File: config.mk
export PLATFORM = sky130hd
export DESIGN_NAME = rtm_gamma_lut
export DESIGN_NICKNAME = d
export VERILOG_FILES = /design/src/hw/rtl/rtm_pkg.sv /design/src/hw/rtl/rtm_gamma_lut.sv
export SDC_FILE = /design/constraint.sdc
export NUM_CORES = 1
export LEC_CHECK = 0
export BUFFER_PORTS_ARGS = -buffer_cell sky130_fd_sc_hd__clkbuf_2
export CORE_MARGIN = 2
export CORE_UTILIZATION = 64
export DETAILED_ROUTE_END_ITERATION = 7
export GPL_ROUTABILITY_DRIVEN = 0
export PLACE_DENSITY = 0.87
export SETUP_SLACK_MARGIN = 0.5
export SYNTH_ARGS = -nofsm -noshare
export SYNTH_HDL_FRONTEND = slang
export SYNTH_SLANG_ARGS = --single-unit
File: constraint.sdc
create_clock -name clk -period 3.9 [get_ports clk]
set_clock_uncertainty 0.1 [all_clocks]
set_input_delay 0.195 -clock clk [delete_from_list [all_inputs] [get_ports clk]]
set_output_delay 0.195 -clock clk [all_outputs]
set_load 0.02 [all_outputs]
File: src/hw/rtl/rtm_pkg.sv
`timescale 1ns / 1ps
// ----------------------------------------------------------------------------
// Reinhard tone mapper package
// Shared widths, word types, constants and the build function for the
// gamma knee table used by the tone mapping pipeline.
// ----------------------------------------------------------------------------
package rtm_pkg;

    // Default pipeline parameters.
    localparam int RTM_FRAC_BITS        = 16;
    localparam int RTM_GAMMA_INDEX_BITS = 12;
    localparam int RTM_GAMMA_INDEX_MAX  = 16;

    // Fixed field and datapath widths.
    localparam int RTM_LINEAR_W = 32;
    localparam int RTM_GAIN_W   = 24;
    localparam int RTM_PROD_W   = RTM_LINEAR_W + RTM_GAIN_W;
    localparam int RTM_DEN_W    = RTM_PROD_W + 1;
    localparam int RTM_BYTE_W   = 8;

    // Output levels: the gamma curve yields one of 256 byte codes.
    localparam int RTM_LEVEL_BITS = 8;
    localparam int RTM_LEVELS     = 1 << RTM_LEVEL_BITS;

    localparam logic [RTM_GAIN_W-1:0] RTM_GAIN_ONE     = RTM_GAIN_W'(32'h0001_0000);
    localparam logic [RTM_DEN_W-1:0]  RTM_DEN_ONE      = RTM_DEN_W'(64'h1_0000_0000);
    localparam logic [RTM_BYTE_W-1:0] RTM_ALPHA_OPAQUE = 8'hFF;

    // Input word: one HDR pixel, unsigned Q16.16 per channel.
    typedef struct packed {
        logic [RTM_LINEAR_W-1:0] red_linear;
        logic [RTM_LINEAR_W-1:0] green_linear;
        logic [RTM_LINEAR_W-1:0] blue_linear;
    } rtm_hdr_word_t;

    // Output word: gamma encoded RGB bytes plus alpha.
    typedef struct packed {
        logic [RTM_BYTE_W-1:0] red_byte;
        logic [RTM_BYTE_W-1:0] green_byte;
        logic [RTM_BYTE_W-1:0] blue_byte;
        logic [RTM_BYTE_W-1:0] alpha_byte;
    } rtm_ldr_word_t;

    // Knee table: entry n is the smallest gamma index that maps to byte n.
    typedef logic [RTM_GAMMA_INDEX_MAX-1:0] rtm_knee_tab_t [RTM_LEVELS];

    // Integer power on wide operands, evaluated at elaboration.
    function automatic logic [191:0] rtm_pow(input logic [191:0] base, input int expo);
        logic [191:0] acc;
        acc = 192'd1;
        for (int i = 0; i < expo; i++) begin
            acc = acc * base;
        end
        return acc;
    endfunction

    // Byte n is reached once ((2n-1)/510)^11 <= (k/M)^5 with M the largest index.
    // Each knee is found by a bisection over the index range.
    function automatic rtm_knee_tab_t rtm_build_knees(input int idx_bits);
        rtm_knee_tab_t tab;
        logic [191:0]  lhs;
        logic [191:0]  rhs;
        logic [191:0]  mmax5;
        logic [191:0]  top510;
        int            mmax;
        int            lo;
        int            hi;
        int            mid;
        mmax   = (1 << idx_bits) - 1;
        mmax5  = rtm_pow(192'(mmax), 5);
        top510 = rtm_pow(192'd510, 11);
        tab[0] = '0;
        for (int n = 1; n < RTM_LEVELS; n++) begin
            lhs = rtm_pow(192'(2 * n - 1), 11) * mmax5;
            lo  = 0;
            hi  = mmax;
            while (lo < hi) begin
                mid = (lo + hi) >> 1;
                rhs = rtm_pow(192'(mid), 5) * top510;
                if (lhs <= rhs) begin
                    hi = mid;
                end
                else begin
                    lo = mid + 1;
                end
            end
            tab[n] = RTM_GAMMA_INDEX_MAX'(lo);
        end
        return tab;
    endfunction

endpackage

File: src/hw/rtl/rtm_gamma_lut.sv
`timescale 1ns / 1ps
// ----------------------------------------------------------------------------
// Gamma curve lookup
// Pipelined bisection over the 255 knees of the gamma 1/2.2 curve, one
// output bit per register stage, yielding the encoded byte for an index.
// ----------------------------------------------------------------------------
module rtm_gamma_lut #(
    parameter int GAMMA_INDEX_BITS = rtm_pkg::RTM_GAMMA_INDEX_BITS
) (
    input  logic                              clk,
    input  logic                              ce,
    input  logic [GAMMA_INDEX_BITS-1:0]       index,
    output logic [rtm_pkg::RTM_LEVEL_BITS-1:0] level
);
    import rtm_pkg::*;

    // Knee table built at elaboration for this index width.
    localparam rtm_knee_tab_t KNEE = rtm_build_knees(GAMMA_INDEX_BITS);

    logic [RTM_LEVEL_BITS-1:0]   cnt_in  [RTM_LEVEL_BITS];
    logic [GAMMA_INDEX_BITS-1:0] idx_in  [RTM_LEVEL_BITS];
    logic [RTM_LEVEL_BITS-1:0]   cnt_reg [RTM_LEVEL_BITS];
    logic [GAMMA_INDEX_BITS-1:0] idx_reg [RTM_LEVEL_BITS-1];

    assign cnt_in[0] = '0;
    assign idx_in[0] = index;

    for (genvar s = 0; s < RTM_LEVEL_BITS; s++) begin : g_stage
        localparam logic [RTM_LEVEL_BITS-1:0] STEP =
            RTM_LEVEL_BITS'(1 << (RTM_LEVEL_BITS - 1 - s));
        logic [RTM_LEVEL_BITS-1:0] cand;
        logic                      take;

        if (s > 0) begin : g_link
            assign cnt_in[s] = cnt_reg[s-1];
            assign idx_in[s] = idx_reg[s-1];
        end

        // Keep the trial bit when its knee does not lie above the index.
        assign cand = cnt_in[s] | STEP;
        assign take = KNEE[cand] <= RTM_GAMMA_INDEX_MAX'(idx_in[s]);

        always_ff @(posedge clk)
        begin
            if (ce)
            begin
                cnt_reg[s] <= take ? cand : cnt_in[s];
            end
        end

        if (s < RTM_LEVEL_BITS - 1) begin : g_carry
            always_ff @(posedge clk)
            begin
                if (ce)
                begin
                    idx_reg[s] <= idx_in[s];
                end
            end
        end
    end

    assign level = cnt_reg[RTM_LEVEL_BITS-1];

endmodule

==> flow_metrics.py <==
metrics = {
    "placed_design": {
        "dp_cells": 1187,
        "dpl.hpwl_um": 15600,
        "dp_slack_ps": 565,
        "portBuffers": 21,
    },
    "pwr": {
        "sw_frac_of_total": 0.307,
        "power.density_nw_per_um2": 391,
        "finalPower_w": 0.00416,
        "p_int_w": 0.00288,
        "p_clk_frac": 0.376,
        "power_leakage_nw": 4.67,
        "peakVddDrop_mv": 0.460,
        "combPwrFrac": 0.239,
        "seqPwrFrac": 0.385,
        "switching_power_w": 0.00127,
    },
    "die": {
        "start_util": 0.656,
        "die_y_um": 126,
        "io_pins": 22,
        "core_um2": 14600,
        "rows": 44,
        "fp.dieW_um": 126,
        "dieArea_um2": 15900,
    },
    "worst_setup_path": {
        "path_cells": "buf_4 > ha_2 > nor2_1 > o311ai_0 > o311a_1 > o32ai_2 > ha_1 > a21o_1 > a21o_1 > a21oi_1 > nand2_1 > o21ai_1",
        "cp-end-kind": "register",
        "path_buf_inv": 1,
        "cpMostUsedCell": "a21o_1",
        "cp_slowest_stage_delay_ps": 430,
        "cp.required_ps": 4070,
        "critical_path.slowest_cell": "o311ai_0",
        "crit_family": "compound AO/OA/AOI/OAI gates",
        "startpoint_type": "register",
        "crit_fanout": 24,
        "arrival_ps": 3430,
        "path_class": "reg2reg",
    },
    "synth": {
        "synthArstFlopShare": 0,
        "synth_area_per_cell_um2": 9.43,
        "synth_top_family_by_area": "compound AO/OA/AOI/OAI gates",
        "ys_types": 71,
        "synth_ff_type": "edfxtp_1",
        "synthMuxAreaShare": 0.0382,
        "synth_compound_area_frac": 0.216,
        "syn_nets": 1152,
        "yosys.area_share.simple": 0.125,
        "ys_seq_area_frac": 0.377,
        "yosysTopAreaCell": "edfxtp_1",
        "synth_edf_count": 120,
        "ys_ff_latch": 120,
        "syn_area_um2": 9560,
        "synthTopCellsByArea": "edfxtp_1 38%, ha_1 16%, inv_1 4.4%",
        "synth_xor_xnor_area_share": 0.00458,
        "synth_cells": 1014,
        "yosysWarningCount": 0,
        "synthAdderAreaFrac": 0.162,
        "synth_top_area_frac": 0.377,
    },
    "clock_tree": {
        "htreeDepth": 4,
        "clock-sinks": 120,
        "clk_latency_ps": 430,
        "cts_inserted_buffers": 17,
        "cts_tree": "done",
        "clk_path_buf_depth": 2,
        "path_clk_slew_ps": 60,
        "cts-root-buf": "clkbuf_16",
    },
    "sta": {
        "period_share": 0.835,
        "fmax_mhz": 307,
        "fin_crit_ps": 3250,
        "fin_tns_setup_ps": 0,
        "setup_viol": 0,
        "maxSlewHeadroom": 0.379,
        "hold_violations": 0,
        "slew_violations": 0,
        "rsz0062_at_grt": "true",
        "worst_slack_ps": 645,
        "tightest_slew_ps": 932,
    },
    "global_route": {
        "first_global_vias": 7787,
        "antenna_found_initial": 0,
        "grtUsageTotal": 0.298,
        "overflow": 0,
        "grt_pass1_wl_um": 37900,
        "grt_start_max_net_pins": 74,
    },
    "cells_and_area": {
        "layout_commonest_cell": "ha_1",
        "num_antenna_cells": 0,
        "largest_reg_flops": 84,
        "drive_gt1_frac": 0.107,
        "final_util": 0.729,
        "mostFrequentLayoutCells": "122 x ha_1, 120 x edfxtp_1, 111 x inv_1, 83 x a21oi_1, 80 x nand2_1",
        "area_delta_synth_final_pct": 11.3,
        "nets": 1178,
        "instances_no_fill": 1237,
    },
    "drt": {
        "drt_pass1_iterations": 8,
        "routed_via_density": 6.61,
        "num_vias": 8182,
        "ant_nets": 0,
        "drc": 0,
        "avgRoutedWirePerCell_um": 19.1,
        "finalWirelength_um": 23600,
        "drtIter0Drc": 1098,
    },
    "worst_hold_path": {
        "hold_class": "in2reg",
    },
    "job": {
        "drv_cap": 0,
    },
    "status": {
        "status": "completed",
    },
}
[layer usage]
metal / vias to the layer above / track usage / part of all wire
met1: 3772 / 0.360 / 0.38
met2: 505 / 0.496 / 0.48
li1: 3789 / - / -
met5: - / 0 / 0
met4: 0 / 0.166 / 0.048
met3: 116 / 0.0650 / 0.092
[synthesized netlist by cell type, types with 5 or more instances]
master	n
nor3_1	18
ha_1	124
inv_1	111
buf_4	5
nand4_1	20
o21ai_0	76
a21oi_1	83
mux4_2	9
o31ai_1	11
buf_2	33
nand3_1	9
nand2b_1	16
o22ai_1	11
o211ai_1	15
nor2b_1	29
nor2_1	45
a21o_1	25
edfxtp_1	120
a211o_1	7
mux2i_1	14
a31oi_1	11
a211oi_1	10
clkbuf_1	21
a311oi_1	8
nand2_1	80
o21a_1	6
o21ai_1	9
[cell families after synthesis]
| logic type | count (synthesis) |
|---|---|
| simple gates | 243 |
| mux | 25 |
| xor+xnor | 5 |
| flops | 120 |
| compound gates | 321 |
| fa+ha+maj | 124 |
| buf+inv | 176 |
[power groups by stage]
stage	clock network (W)	logic, W	registers, W
floorplan	0	0.000683	0.00160
global route	0.00164	0.00109	0.00161
global placement	0	0.000872	0.00163
CTS	0.00158	0.000944	0.00161
detailed placement	0	0.000910	0.00163
finish	0.00156	0.000993	0.00160
[stage by stage]
step / cell area [µm²] / hold slack, ps
2_1_floorplan: 9570 / 194
3_3_place_gp: 9850 / 273
5_1_grt: 10600 / 353
4_1_cts: 10600 / 337
3_5_place_dp: 9850 / 275
6_report: 10600 / 316
[repair_timing]
action                                  4_1_cts  5_1_grt
endpoints found under the setup margin        1        2
setup buffers                                 0        6
resized for setup                             1        5
hold buffers                                 12        0
hold endpoints to repair                     13        0
[final timing paths]
check	from	end	slack (ps)	cells past startpoint
worst max register to register	cnt_reg[1][18]	cnt_reg[1][24]	650	12
worst min-delay path	ce	cnt_reg[1][4]	320	1
worst max-delay path	cnt_reg[1][18]	cnt_reg[1][24]	650	12
worst min register to register	idx_reg[0][10]	idx_reg[1][10]	340	0
[final cells by class]
type | count | area [µm²]
inverters | 114 | 428
fillers | 993 | 3950
clock inverters | 15 | 165
flip-flops and latches | 120 | 3600
repair buffers | 69 | 548
multi-input cells | 718 | 5240
well taps | 184 | 230
clock buffers | 17 | 425
Power figures use the tool's default switching activity.
