**src/hw/rtl/rtm_pkg.sv**
```systemverilog
`timescale 1ns / 1ps
// ----------------------------------------------------------------------------
// Reinhard tone mapper package
// Shared widths, word types, constants and the build function for the
// gamma knee table used by the tone mapping pipeline.
// ----------------------------------------------------------------------------
package rtm_pkg;

    // Default pipeline parameters.
    localparam int RTM_FRAC_BITS        = 16;
    localparam int RTM_GAMMA_INDEX_BITS = 12;
    localparam int RTM_GAMMA_INDEX_MAX  = 16;

    // Fixed field and datapath widths.
    localparam int RTM_LINEAR_W = 32;
    localparam int RTM_GAIN_W   = 24;
    localparam int RTM_PROD_W   = RTM_LINEAR_W + RTM_GAIN_W;
    localparam int RTM_DEN_W    = RTM_PROD_W + 1;
    localparam int RTM_BYTE_W   = 8;

    // Output levels: the gamma curve yields one of 256 byte codes.
    localparam int RTM_LEVEL_BITS = 8;
    localparam int RTM_LEVELS     = 1 << RTM_LEVEL_BITS;

    localparam logic [RTM_GAIN_W-1:0] RTM_GAIN_ONE     = RTM_GAIN_W'(32'h0001_0000);
    localparam logic [RTM_DEN_W-1:0]  RTM_DEN_ONE      = RTM_DEN_W'(64'h1_0000_0000);
    localparam logic [RTM_BYTE_W-1:0] RTM_ALPHA_OPAQUE = 8'hFF;

    // Input word: one HDR pixel, unsigned Q16.16 per channel.
    typedef struct packed {
        logic [RTM_LINEAR_W-1:0] red_linear;
        logic [RTM_LINEAR_W-1:0] green_linear;
        logic [RTM_LINEAR_W-1:0] blue_linear;
    } rtm_hdr_word_t;

    // Output word: gamma encoded RGB bytes plus alpha.
    typedef struct packed {
        logic [RTM_BYTE_W-1:0] red_byte;
        logic [RTM_BYTE_W-1:0] green_byte;
        logic [RTM_BYTE_W-1:0] blue_byte;
        logic [RTM_BYTE_W-1:0] alpha_byte;
    } rtm_ldr_word_t;

    // Knee table: entry n is the smallest gamma index that maps to byte n.
    typedef logic [RTM_GAMMA_INDEX_MAX-1:0] rtm_knee_tab_t [RTM_LEVELS];

    // Integer power on wide operands, evaluated at elaboration.
    function automatic logic [191:0] rtm_pow(input logic [191:0] base, input int expo);
        logic [191:0] acc;
        acc = 192'd1;
        for (int i = 0; i < expo; i++) begin
            acc = acc * base;
        end
        return acc;
    endfunction

    // Byte n is reached once ((2n-1)/510)^11 <= (k/M)^5 with M the largest index.
    // Each knee is found by a bisection over the index range.
    function automatic rtm_knee_tab_t rtm_build_knees(input int idx_bits);
        rtm_knee_tab_t tab;
        logic [191:0]  lhs;
        logic [191:0]  rhs;
        logic [191:0]  mmax5;
        logic [191:0]  top510;
        int            mmax;
        int            lo;
        int            hi;
        int            mid;
        mmax   = (1 << idx_bits) - 1;
        mmax5  = rtm_pow(192'(mmax), 5);
        top510 = rtm_pow(192'd510, 11);
        tab[0] = '0;
        for (int n = 1; n < RTM_LEVELS; n++) begin
            lhs = rtm_pow(192'(2 * n - 1), 11) * mmax5;
            lo  = 0;
            hi  = mmax;
            while (lo < hi) begin
                mid = (lo + hi) >> 1;
                rhs = rtm_pow(192'(mid), 5) * top510;
                if (lhs <= rhs) begin
                    hi = mid;
                end
                else begin
                    lo = mid + 1;
                end
            end
            tab[n] = RTM_GAMMA_INDEX_MAX'(lo);
        end
        return tab;
    endfunction

endpackage

```
**src/hw/rtl/rtm_quot_lane.sv**
```systemverilog
`timescale 1ns / 1ps
// ----------------------------------------------------------------------------
// Reinhard quotient lane
// Pipelined restoring divider computing floor(v * 2^F / (1 + v)) for one
// channel, one quotient bit per register stage.
// ----------------------------------------------------------------------------
module rtm_quot_lane #(
    parameter int FRAC_BITS = rtm_pkg::RTM_FRAC_BITS
) (
    input  logic                         clk,
    input  logic                         ce,
    input  logic [rtm_pkg::RTM_PROD_W-1:0] prod,
    output logic [FRAC_BITS-1:0]         quot
);
    import rtm_pkg::*;

    // Stage inputs; stage s produces quotient bit FRAC_BITS-1-s.
    logic [RTM_DEN_W-1:0] rem_in [FRAC_BITS];
    logic [RTM_DEN_W-1:0] den_in [FRAC_BITS];
    logic [FRAC_BITS-1:0] q_in   [FRAC_BITS];

    // Stage registers; the last stage keeps only the quotient.
    logic [RTM_DEN_W-1:0] rem_reg [FRAC_BITS-1];
    logic [RTM_DEN_W-1:0] den_reg [FRAC_BITS-1];
    logic [FRAC_BITS-1:0] q_reg   [FRAC_BITS];

    // The remainder starts at v, which is always below the divisor 1 + v.
    assign rem_in[0] = {1'b0, prod};
    assign den_in[0] = {1'b0, prod} + RTM_DEN_ONE;
    assign q_in[0]   = '0;

    for (genvar s = 0; s < FRAC_BITS; s++) begin : g_stage
        logic [RTM_DEN_W:0]   shifted;
        logic [RTM_DEN_W:0]   diff;
        logic                 fits;
        logic [RTM_DEN_W-1:0] rem_next;
        logic [FRAC_BITS-1:0] q_next;

        if (s > 0) begin : g_link
            assign rem_in[s] = rem_reg[s-1];
            assign den_in[s] = den_reg[s-1];
            assign q_in[s]   = q_reg[s-1];
        end

        // One shift, compare and subtract step.
        assign shifted  = {rem_in[s], 1'b0};
        assign diff     = shifted - {1'b0, den_in[s]};
        assign fits     = shifted >= {1'b0, den_in[s]};
        assign rem_next = fits ? diff[RTM_DEN_W-1:0] : shifted[RTM_DEN_W-1:0];
        assign q_next   = {q_in[s][FRAC_BITS-2:0], fits};

        always_ff @(posedge clk)
        begin
            if (ce)
            begin
                q_reg[s] <= q_next;
            end
        end

        if (s < FRAC_BITS - 1) begin : g_carry
            always_ff @(posedge clk)
            begin
                if (ce)
                begin
                    rem_reg[s] <= rem_next;
                    den_reg[s] <= den_in[s];
                end
            end
        end
    end

    assign quot = q_reg[FRAC_BITS-1];

endmodule

```
**config.mk**
```make
export PLATFORM = sky130hd
export DESIGN_NAME = rtm_quot_lane
export DESIGN_NICKNAME = d
export VERILOG_FILES = /design/src/hw/rtl/rtm_pkg.sv /design/src/hw/rtl/rtm_quot_lane.sv
export SDC_FILE = /design/constraint.sdc
export NUM_CORES = 2
export LEC_CHECK = 0
export BUFFER_PORTS_ARGS = -buffer_cell sky130_fd_sc_hd__clkbuf_2
export CORE_AREA = 5 5 446 448
export DETAILED_ROUTE_END_ITERATION = 6
export DIE_AREA = 0 0 451 453
export PLACE_DENSITY = 0.78
export SLEW_MARGIN = 10
export SYNTH_ARGS = -nofsm -noshare
export SYNTH_HDL_FRONTEND = slang
export SYNTH_SLANG_ARGS = --single-unit
```
**constraint.sdc**
```tcl
create_clock -name clk -period 5.5 [get_ports clk]
set_input_delay 0.825 -clock clk [delete_from_list [all_inputs] [get_ports clk]]
set_output_delay 0.825 -clock clk [all_outputs]
set_load 0.02 [all_outputs]
```
==> flow_metrics.py <==
metrics = {
    "worst_hold_path": {
        "min_path_cells": 1,
        "min_to": "den_reg[0][22]",
        "hp-class": "in2reg",
        "min-delay-start": "prod[22]",
    },
    "pwr": {
        "power.static_leakage_nw": 52.8,
        "power.internal_mw": 44.4,
        "seqPwrFrac_pct": 31.8,
        "power_frac_clock_pct": 17.7,
        "combPwrFrac_pct": 50.5,
        "switching_share_pct": 40.0,
        "switchingPower_mw": 29.6,
        "p_per_area_nw_per_um2": 586,
        "vdd_drop_max_v": 0.000349,
    },
    "timing": {
        "finalHoldViolCount": 0,
        "slew_headroom_pct": 27.2,
        "skew_ps": 55.1,
        "fin_crit_sh_pct": 95.7,
        "rsz0062_at_grt": "false",
        "post-route-min-period_ps": 5260,
        "worst_pin_slew_ps": 1080,
        "fin_setup_tns_ps": 0,
        "setup_viol": 0,
        "fmax_ghz": 0.190,
        "final.setup.worst_slack_ps": 237,
        "maxSlewViolCount": 0,
    },
    "logic_synthesis": {
        "synth_top_area_share_pct": 47.8,
        "ys_types": 104,
        "async_flop_share_pct": 0,
        "synth_compound_area_share_pct": 18.5,
        "synth_nets": 12300,
        "synth_edf_count": 1846,
        "synth_mux_area_share_pct": 1.81,
        "yosys-top-cells-area": "edfxtp_1, ha_1, a21oi_1",
        "synth-adder-area-share_pct": 9.93,
        "syn_area_um2": 116000,
        "syn_area_per_cell_um2": 10.2,
        "synthSimpleGateAreaFrac_pct": 11.1,
        "synth_seq_area_share_pct": 47.8,
        "ys.warnings.count": 0,
        "synth_xor_area_share_pct": 5.98,
        "synth_flop_cell": "edfxtp_1",
        "syn-instance-count": 11400,
        "synth_top_family_by_area": "compound AO/OA/AOI/OAI gates",
        "ys_seq_elements": 1846,
        "synth_top_cell_by_area": "edfxtp_1",
    },
    "clocking": {
        "clk_pin_slew_worst_paths_ps": 60,
        "hold_buffers": 0,
        "numCtsBuffers": 195,
        "h-tree-depth": 4,
        "ctsResizeCount": 0,
        "clockRootBuffer": "clkbuf_16",
        "cts_setup_buffers": 0,
        "cts_num_sinks": 1846,
        "clk_latency_ps": 850,
        "cts_tree": "yes",
        "cts.path.max_buffers": 3,
    },
    "grt": {
        "grt_max_degree": 180,
        "track_usage_pct": 28.3,
        "antenna_found_initial": 1,
        "grt_pass1_vias": 87400,
        "gr-total-overflow": 0,
        "grt_first_pass_wirelength_um": 463000,
    },
    "placement": {
        "place_ws_ps": 313,
        "portBuffers": 73,
        "place_congestion": 1.01,
        "hpwl_um": 228000,
        "dpl_cell_area_um2": 120000,
    },
    "floorplan": {
        "core_area_um2": 194000,
        "ios": 74,
        "initial_core_util_pct": 59.7,
        "die_h_um": 453,
        "die_area_um2": 204000,
        "die_x_um": 451,
        "rows": 162,
    },
    "critical_path": {
        "r2r_end": "rem_reg[0][75]",
        "cp-end-kind": "flip-flop",
        "rrSetupSlack_ps": 240,
        "start_kind": "flip-flop",
        "reg2reg_depth": 13,
        "reg2reg_from": "rem_reg[0][1]",
        "arrival_ps": 5850,
        "crit_required_ps": 6080,
        "criticalPathCategory": "reg2reg",
        "crit_path_max_fanout": 45,
    },
    "status": {
        "status": "completed",
    },
    "detailed_routing": {
        "vias_per_cell": 6.06,
        "wl_um": 294000,
        "drc_errors": 0,
        "dr.pass1.iters": 6,
        "route.vias.total": 86000,
        "antenna_left": 0,
        "drt_iter0_drc": 6089,
        "post_drt_wl_per_cell_um": 20.7,
    },
    "finish": {
        "fin_area_um2": 126000,
        "drive_above_1_share_pct": 7.21,
        "area_growth_pct": 9.01,
        "nets": 12400,
        "final_common_cell": "edfxtp_1",
        "final_cell_mix": "edfxtp_1, inv_1, a21oi_1",
    },
    "flow_run": {
        "drv_cap": 0,
    },
}
-- kinds of logic (layout without fill, tap and decap cells) --
| family | Yosys count | count (layout) |
|---|---|---|
| adder cells (fa/ha/maj) | 912 | 912 |
| other | 0 | 6 |
| flip-flops | 1846 | 1846 |
| AND/OR/NAND/NOR | 2723 | 2723 |
| buffers and inverters | 1461 | 1749 |
| AO/OA/AOI/OAI | 3429 | 3429 |
| multiplexers | 187 | 187 |
| XOR/XNOR | 792 | 792 |
-- per-layer routing --
metal  vias to the layer above  global-route usage, %  routed length (um)
li1                      41700                      -                   -
met1                     40500                   29.0              105000
met2                      2896                   53.7              154000
met3                       922                   2.98               11100
met4                         0                   20.0               23900
met5                         -                      0                   0
-- final cells by class --
cell class	instances	area [um2]
clock inverters	128	1300
multi-input cells	8043	55000
diodes	6	15.0
fillers	14700	67800
clock buffers	237	5100
flip-flops and latches	1846	55400
well taps	2542	3180
repair buffers	268	2230
inverters	1116	4190
-- worst max-delay path by stage --
stage / cells past startpoint / endpoint / from / slack (ps)
floorplan: 18 / rem_reg[0][44] / prod[49] / 1070
global placement: 16 / rem_reg[0][44] / prod[5] / 460
detailed placement: 13 / rem_reg[0][75] / rem_reg[0][1] / 310
CTS: 13 / rem_reg[0][75] / rem_reg[0][1] / 270
global route: 14 / rem_reg[0][75] / den_reg[0][2] / 110
finish: 13 / rem_reg[0][75] / rem_reg[0][1] / 240
-- metrics by stage --
| step | power, mW | hold slack [ps] | utilization, % | instances |
|---|---|---|---|---|
| after floorplan | 50.4 | 400 | - | 11400 |
| after global placement | 59.3 | 400 | 61.8 | 13800 |
| after detailed placement | 60.3 | 405 | 61.8 | 13800 |
| after CTS | 73.7 | 128 | 65.1 | 14200 |
| after global routing | 79.0 | 157 | 65.1 | 14200 |
| final | 74.0 | 209 | 65.1 | 14200 |
-- power groups by stage --
| stage | Sequential (mW) | Clock [mW] | Combinational [mW] |
|---|---|---|---|
| after floorplan | 22.8 | 0 | 27.6 |
| after global placement | 23.6 | 0 | 35.6 |
| after detailed placement | 23.7 | 0 | 36.6 |
| after CTS | 23.5 | 13.3 | 36.9 |
| after global routing | 23.9 | 14.0 | 41.1 |
| final | 23.6 | 13.1 | 37.4 |
-- worst max-delay path: stages (launching register included) --
cell,delay (ps)
edfxtp_1,400
ha_1,370
nor2b_1,180
o31ai_1,430
a21oi_1,240
o31ai_2,520
o21ai_1,270
o21ai_1,500
or3b_1,450
a31oi_2,300
o221ai_2,210
a31oi_4,470
buf_12,260
mux2_2,360
-- Yosys cell counts (all sizes together) (32+ instances only) --
cell,count
o211ai,63
or3,38
a21boi,37
nor2,694
o21bai,125
o21ai,880
a221oi,36
nand3,222
o31ai,67
ha,898
clkbuf,233
and3,106
xor2,325
nand2,900
a211oi,76
nor2b,144
and4,34
nor3,127
o31a,34
a21o,549
mux2,181
nand2b,120
o21a,120
nand4,146
and2,75
xnor2,467
inv,1114
or2,32
a31oi,112
buf,112
edfxtp,1846
a21oi,1037
Note: power is estimated with default switching activity, not from simulation.
